File: config.mk
export PLATFORM = sky130hd
export DESIGN_NAME = speck128_ofb_block_cipher
export DESIGN_NICKNAME = d
export VERILOG_FILES = /design/src/rtl/speck_ofb_pkg.sv /design/src/rtl/speck_ofb_round.sv /design/src/rtl/speck128_ofb_block_cipher.sv
export VERILOG_INCLUDE_DIRS = /design/src /design/src/rtl
export SDC_FILE = /design/constraint.sdc
export NUM_CORES = 2
export LEC_CHECK = 0
export ABC_CLOCK_PERIOD_IN_PS = 19800
export CELL_PAD_IN_SITES_DETAIL_PLACEMENT = 0
export CELL_PAD_IN_SITES_GLOBAL_PLACEMENT = 1
export CORE_MARGIN = 2
export CORE_UTILIZATION = 36
export DETAILED_ROUTE_END_ITERATION = 10
export DONT_BUFFER_PORTS = 1
export GPL_TIMING_DRIVEN = 0
export PLACE_DENSITY_LB_ADDON = 0.2
export REMOVE_ABC_BUFFERS = 1
export SLEW_MARGIN = 40
export SYNTH_ARGS = -nofsm -noshare
export SYNTH_HDL_FRONTEND = slang
export SYNTH_SLANG_ARGS = --single-unit
File: constraint.sdc
create_clock -name clk -period 19.8 [get_ports clk]
set_clock_uncertainty 0.15 [all_clocks]
set_input_delay 5.94 -clock clk [delete_from_list [all_inputs] [get_ports clk]]
set_output_delay 5.94 -clock clk [all_outputs]
set_load 0.02 [all_outputs]
File: src/rtl/speck128_ofb_block_cipher_defines.svh
// Assertion macros for the Speck128 OFB cipher.
// Used by the top level; expects clk and rst_n in scope.
// Define NO_ASSERTIONS to compile them out.
`ifndef SPECK128_OFB_BLOCK_CIPHER_DEFINES_SVH
`define SPECK128_OFB_BLOCK_CIPHER_DEFINES_SVH

`ifndef NO_ASSERTIONS

`define SPK_ASSERT_SAME(lbl, ante, cons) \
    lbl: assert property (@(posedge clk) disable iff (!rst_n) (ante) |-> (cons)) \
        else $error("assertion failed");

`define SPK_ASSERT_NEXT(lbl, ante, cons) \
    lbl: assert property (@(posedge clk) disable iff (!rst_n) (ante) |=> (cons)) \
        else $error("assertion failed");

`else

`define SPK_ASSERT_SAME(lbl, ante, cons)

`define SPK_ASSERT_NEXT(lbl, ante, cons)

`endif

`endif

File: src/rtl/speck_ofb_pkg.sv
// Package for the Speck128 OFB cipher: widths, request codes, state encoding.
// No dependencies.

package speck_ofb_pkg;

    localparam int WORD_W          = 64;
    localparam int KEY_SLOTS       = 32;
    localparam int KEY_IDX_W       = 5;
    localparam int REQ_W           = 2;
    localparam int ROT_X           = 8;
    localparam int ROT_Y           = 3;
    localparam int ROUND_COUNT_DEF = 32;

    localparam int IN_DATA_W  = 136;
    localparam int OUT_DATA_W = 128;

    typedef enum logic [REQ_W-1:0] {
        REQ_LOAD_KEY = 2'd0,
        REQ_LOAD_IV  = 2'd1,
        REQ_BLOCK    = 2'd2
    } req_t;

    typedef enum logic [1:0] {
        ST_IDLE = 2'b01,
        ST_RUN  = 2'b10
    } state_t;

endpackage

File: src/rtl/speck_ofb_round.sv
// One Speck128 round: rotate, add, xor on the word pair.
// Depends on speck_ofb_pkg.

module speck_ofb_round
    import speck_ofb_pkg::*;
(
    input  logic [WORD_W-1:0] x_in,
    input  logic [WORD_W-1:0] y_in,
    input  logic [WORD_W-1:0] round_key,
    output logic [WORD_W-1:0] x_out,
    output logic [WORD_W-1:0] y_out
);

    logic [WORD_W-1:0] x_rot;
    logic [WORD_W-1:0] y_rot;

    assign x_rot = {x_in[ROT_X-1:0], x_in[WORD_W-1:ROT_X]};
    assign y_rot = {y_in[WORD_W-ROT_Y-1:0], y_in[WORD_W-1:WORD_W-ROT_Y]};
    assign x_out = (x_rot + y_in) ^ round_key;
    assign y_out = y_rot ^ x_out;

endmodule

File: src/rtl/speck128_ofb_block_cipher.sv
// Speck128 block cipher in output feedback mode, one round per cycle unless stalled.
// Depends on speck_ofb_pkg, speck_ofb_round and the assertion macro header.
//
// Usage:
//   Input items arrive on s_axis; tuser carries the request kind. A load-key
//   item writes one 64-bit round key into slot key_index of the key store; a
//   load-IV item sets the feedback pair; a block item runs the feedback pair
//   through ROUND_COUNT rounds, keeps the result as the new feedback and
//   returns it xored with the item's two words on m_axis. Load items give no
//   output. A block item is accepted only while idle; the shared round unit
//   then runs one round per cycle, held only by the output stall below, and
//   the result goes into the output register as the last round ends. No new
//   item is taken until the rounds are done.
//   Round keys must be loaded before the first block; round i uses slot
//   i mod 32. Reset clears the feedback pair and the handshake state; the
//   key store keeps no reset value.
//   The result sits in an output register; loads are taken while it waits.
//   If the receiver still stalls when the next block finishes its rounds,
//   the block holds in its last round until the register frees.

`include "speck128_ofb_block_cipher_defines.svh"

module speck128_ofb_block_cipher
    import speck_ofb_pkg::*;
#(
    parameter int ROUND_COUNT = ROUND_COUNT_DEF
)
(
    input  logic                  clk,
    input  logic                  rst_n,
    input  logic                  s_axis_tvalid,
    output logic                  s_axis_tready,
    // key_index [4:0], block_word0 [68:5], block_word1 [132:69], zero [135:133]
    input  logic [IN_DATA_W-1:0]  s_axis_tdata,
    // req_type [1:0]
    input  logic [REQ_W-1:0]      s_axis_tuser,
    output logic                  m_axis_tvalid,
    input  logic                  m_axis_tready,
    // out_word0 [63:0], out_word1 [127:64]
    output logic [OUT_DATA_W-1:0] m_axis_tdata
);

    localparam int CNT_W  = (ROUND_COUNT > 1) ? $clog2(ROUND_COUNT) : 1;
    localparam int W0_LSB = KEY_IDX_W;
    localparam int W1_LSB = KEY_IDX_W + WORD_W;

    state_t                 state_reg, state_next;
    logic [CNT_W-1:0]       cnt_reg, cnt_next;
    logic [KEY_IDX_W-1:0]   key_addr_reg, key_addr_next;
    logic [KEY_IDX_W-1:0]   rd_addr;
    logic [WORD_W-1:0]      key_mem [KEY_SLOTS];
    logic [WORD_W-1:0]      key_q_reg;
    logic [WORD_W-1:0]      fb0_reg, fb0_next;
    logic [WORD_W-1:0]      fb1_reg, fb1_next;
    logic [WORD_W-1:0]      data0_reg, data0_next;
    logic [WORD_W-1:0]      data1_reg, data1_next;
    logic                   m_valid_reg, m_valid_next;
    logic [OUT_DATA_W-1:0]  m_data_reg, m_data_next;

    logic                   in_acc;
    req_t                   req;
    logic [KEY_IDX_W-1:0]   in_key_idx;
    logic [WORD_W-1:0]      in_w0;
    logic [WORD_W-1:0]      in_w1;
    logic [WORD_W-1:0]      x_rnd;
    logic [WORD_W-1:0]      y_rnd;
    logic                   last_round;
    logic                   step;
    logic                   key_rd_en;

    assign in_acc     = s_axis_tvalid && s_axis_tready;
    assign req        = req_t'(s_axis_tuser);
    assign in_key_idx = s_axis_tdata[KEY_IDX_W-1:0];
    assign in_w0      = s_axis_tdata[W0_LSB +: WORD_W];
    assign in_w1      = s_axis_tdata[W1_LSB +: WORD_W];

    assign s_axis_tready = (state_reg == ST_IDLE);
    assign m_axis_tvalid = m_valid_reg;
    assign m_axis_tdata  = m_data_reg;

    assign last_round = (cnt_reg == CNT_W'(ROUND_COUNT - 1));
    assign step       = (state_reg == ST_RUN) && (!last_round || !m_valid_reg || m_axis_tready);
    assign key_rd_en  = (state_reg == ST_IDLE) || step;
    assign rd_addr    = (state_reg == ST_RUN) ? key_addr_reg : '0;

    speck_ofb_round u_round (
        .x_in      (fb1_reg),
        .y_in      (fb0_reg),
        .round_key (key_q_reg),
        .x_out     (x_rnd),
        .y_out     (y_rnd)
    );

    // key store: one write port, one registered read port
    always_ff @(posedge clk)
    begin
        if (in_acc && req == REQ_LOAD_KEY)
        begin
            key_mem[in_key_idx] <= in_w0;
        end
        if (key_rd_en)
        begin
            key_q_reg <= key_mem[rd_addr];
        end
    end

    always_comb
    begin
        state_next    = state_reg;
        cnt_next      = cnt_reg;
        key_addr_next = key_addr_reg;
        fb0_next      = fb0_reg;
        fb1_next      = fb1_reg;
        data0_next    = data0_reg;
        data1_next    = data1_reg;
        m_valid_next  = m_valid_reg && !m_axis_tready;
        m_data_next   = m_data_reg;

        if (in_acc)
        begin
            case (req)
                REQ_LOAD_IV:
                begin
                    fb0_next = in_w0;
                    fb1_next = in_w1;
                end
                REQ_BLOCK:
                begin
                    state_next    = ST_RUN;
                    cnt_next      = '0;
                    key_addr_next = KEY_IDX_W'(1);
                    data0_next    = in_w0;
                    data1_next    = in_w1;
                end
                default:
                begin
                end
            endcase
        end

        if (step)
        begin
            fb0_next      = y_rnd;
            fb1_next      = x_rnd;
            cnt_next      = cnt_reg + CNT_W'(1);
            key_addr_next = key_addr_reg + KEY_IDX_W'(1);
            if (last_round)
            begin
                state_next   = ST_IDLE;
                m_valid_next = 1'b1;
                m_data_next  = {x_rnd ^ data1_reg, y_rnd ^ data0_reg};
            end
        end
    end

    always_ff @(posedge clk or negedge rst_n)
    begin
        if (!rst_n)
        begin
            state_reg    <= ST_IDLE;
            cnt_reg      <= '0;
            key_addr_reg <= '0;
            fb0_reg      <= '0;
            fb1_reg      <= '0;
            m_valid_reg  <= 1'b0;
        end
        else
        begin
            state_reg    <= state_next;
            cnt_reg      <= cnt_next;
            key_addr_reg <= key_addr_next;
            fb0_reg      <= fb0_next;
            fb1_reg      <= fb1_next;
            m_valid_reg  <= m_valid_next;
        end
    end

    always_ff @(posedge clk)
    begin
        data0_reg  <= data0_next;
        data1_reg  <= data1_next;
        m_data_reg <= m_data_next;
    end

    `SPK_ASSERT_NEXT(a_block_starts_run, in_acc && req == REQ_BLOCK,
        state_reg == ST_RUN && cnt_reg == '0)
    `SPK_ASSERT_NEXT(a_load_stays_idle, in_acc && req != REQ_BLOCK, state_reg == ST_IDLE)
    `SPK_ASSERT_NEXT(a_run_continues, state_reg == ST_RUN && !last_round, state_reg == ST_RUN)
    `SPK_ASSERT_NEXT(a_no_spurious_out, state_reg == ST_IDLE && !m_valid_reg, !m_axis_tvalid)

endmodule

==> results.toml <==
[sta]
fin_tns_setup_ns = 0
setup_viol = 0
rsz0062_at_grt = "false"
fin_crit_sh_pct = 43.9
hold_viol = 0
slew_headroom_pct = 39.6
fmax_mhz = 115
drv_slew = 0
worstMarginPinSlew_ns = 0.900
period_needed_ns = 8.69

[outcome]
status = "finished clean"

[grt]
grt_pass1_vias = 60700
grt_pass1_wl_mm = 470
antenna_found_initial = 27
grt.total_usage_pct = 23.0
grt-ovfl-total = 0
grt_max_degree = 142

[layout]
largest_register = "key_mem"
largest_reg_flops = 2048
fin_cells = 11100
nets = 7362
area_delta_synth_final_pct = 20.3
design_area_sq_um = 121000
drive_gt1_share_pct = 12.3
nFillCells = 24700
post-route-util_pct = 43.6

[power_and_ir_drop]
p_per_area_nw_per_um2 = 161
ir_drop_mv = 0.0814
power_switching_w = 0.00760
switching_share_pct = 39.2
power_w = 0.0194
internal_power_w = 0.0118
combPwrFrac_pct = 39.3
clkPwrFrac_pct = 26.7
seq_power_share_pct = 34.0
p_leak_nw = 39.7

[worst_setup_path]
ff2ff_setup_slack_ns = 14.32
r2r_start = "fb0_reg[1]$_DFFE_PN0P_"
required_ns = 20.43
startpoint = "s_axis_tvalid"
worstPathArrival_ns = 9.32
worstSetupPathType = "in2reg"
startpoint_type = "primary input"
crit_fanout = 21
crit_path_end_kind = "flop"

[logic_synthesis]
synth_area_leader_cell = "edfxtp_1"
synth_edf_count = 2368
syn_inst = 6960
synthArstFlopShare_pct = 5.62
netlist_area_sq_um = 100000
synth-seq-cells = 2509
yosysWarnings = 0
synthFlopType = "edfxtp_1"
syn_area_per_cell_sq_um = 14.4
netlist.area_leader.share_pct = 71.0
ys_seq_area_share_pct = 74.5
synth.top_cells.by_area = "edfxtp_1 (71%), nand2_1 (4.5%), o221ai_1 (4.5%), dfrtp_1 (3.5%), nand3_1 (2.6%)"
synth.most_common_cell = "edfxtp_1"
synth_common_cells = "edfxtp_1 (2,368), nand2_1 (1,210), nand3_1 (525)"
ys_types = 74

[drt]
via_count = 63300
vias_per_cell = 5.70
ant_nets = 0
firstDrtPassIters = 5
wire_per_inst_um = 30.2
drc = 0
first_iter_violations = 7407
wl_mm = 335

[clocking]
cts_buffers = 284
cts_setup_buffers = 0
clock_latency_ns = 0.89
clock_sinks = 2509
clk_path_buf_depth = 4
cts.repair.resized = 0
cts_hold_buffers = 0
cts_root_buffer = "clkbuf_16"
tritoncts = "yes"
cts_max_level = 5
path_clk_slew_ns = 0.06

[hold_path]
hold_path.class = "reg2reg"
hold_start = "cnt_reg[3]$_DFFE_PN0P_"

[die]
core-area_sq_um = 277000
die_h_um = 532
pin_count = 272
rows = 193
dieArea_sq_um = 283000
die_w_um = 532
initial_core_util_pct = 36.2

[job]
max-cap-violations = 0

[place]
placedCellCount = 10600
place_hpwl_mm = 230
place.gp.congestion = 0.805
port_buffers = 0
placed_area_sq_um = 111000
power by group through the flow:
stage	Sequential, W	Combinational [W]	Clock, W
6_report	0.00661	0.00763	0.00518
5_1_grt	0.00663	0.00815	0.00548
4_1_cts	0.00661	0.00767	0.00528
2_1_floorplan	0.00668	0.00507	0
3_3_place_gp	0.00696	0.00905	0
3_5_place_dp	0.00671	0.00763	0
logic make-up (layout without fill, tap and decap cells):
logic type	count (synthesis)	in the layout	synth area share (%)
DFF	2509	2509	74.5
and+or+nand+nor	1912	1912	8.06
AOI/OAI and AO/OA	1620	1620	11.6
buffers and inverters	524	943	2.08
xor gates and xnor gates	326	326	2.92
adders and majority gates	67	67	0.844
muxes	2	2	0.0200
other	0	18	0
through the flow:
stage | hold WS, ns | setup slack, ns
final | 0.347 | 11.11
after global routing | 0.395 | 10.99
after CTS | 0.347 | 11.22
after detailed placement | 0.339 | 10.30
after global placement | 0.318 | -75.56
after floorplan | 0.293 | -15.75
layer usage:
| metal | global-route usage, % | vias up | part of all wire [%] |
|---|---|---|---|
| met5 | 0 | - | 0.022 |
| met2 | 35.9 | 2472 | 46 |
| met3 | 4.33 | 378 | 7.8 |
| li1 | - | 27600 | - |
| met4 | 4.99 | 10 | 2.0 |
| met1 | 33.2 | 32800 | 44 |
worst paths after layout:
kind                                              endpoint  depth (start not counted)
worst max register to register  m_axis_tdata[48]$_DFFE_PP_                         12
worst min register to register      cnt_reg[3]$_DFFE_PN0P_                          1
worst max-delay path               fb0_reg[32]$_DFFE_PN0P_                         18
min in group asynchronous          fb1_reg[45]$_DFFE_PN0P_                          0
worst min-delay path                cnt_reg[3]$_DFFE_PN0P_                          1
max in group asynchronous          fb0_reg[16]$_DFFE_PN0P_                          0
layout by cell type (no fill, tap or decap), types with 9 or more instances in the layout:
cell type / count
bufinv_16: 19
edfxtp_1: 2368
buf_4: 25
a311oi_1: 192
nand2b_1: 9
nand2_1: 1204
o31ai_1: 65
nand4_1: 24
clkbuf_1: 63
buf_2: 23
a21oi_1: 397
buf_12: 114
diode_2: 18
clkbuf_16: 291
a21o_1: 22
buf_8: 110
clkinv_2: 46
a31oi_1: 76
ha_1: 66
nor2_4: 33
inv_1: 14
xor2_1: 77
clkinv_1: 58
o221ai_1: 512
buf_16: 140
nand3_1: 525
nor2_1: 52
xnor2_1: 227
o21bai_1: 10
nor3_1: 11
a22oi_1: 123
xnor2_2: 16
and3_1: 9
o21ai_0: 167
dfrtp_1: 139
area by class of cell:
type	instances	area [sq um]	share of cell area, %
multi-input combinational	3927	24000	19.9
tap	3705	4640	3.84
sequential	2509	74600	61.9
timing repair buffer	416	8140	6.75
antenna	18	45.0	0.0373
clock inverter	150	1450	1.20
inverter	15	63.8	0.0529
clock buffer	362	7630	6.33
worst max-delay path, stage by stage:
cell	delay [ns]
nand2_1	0.16
nor3b_2	0.08
buf_4	0.18
buf_2	0.20
buf_6	0.16
buf_4	0.16
buf_4	0.16
buf_4	0.17
buf_2	0.18
buf_4	0.18
buf_4	0.17
buf_4	0.18
nor2_4	0.46
buf_8	0.27
buf_8	0.20
buf_8	0.21
a22oi_1	0.08
o21ai_0	0.09
(Power assumes the default switching activity.)
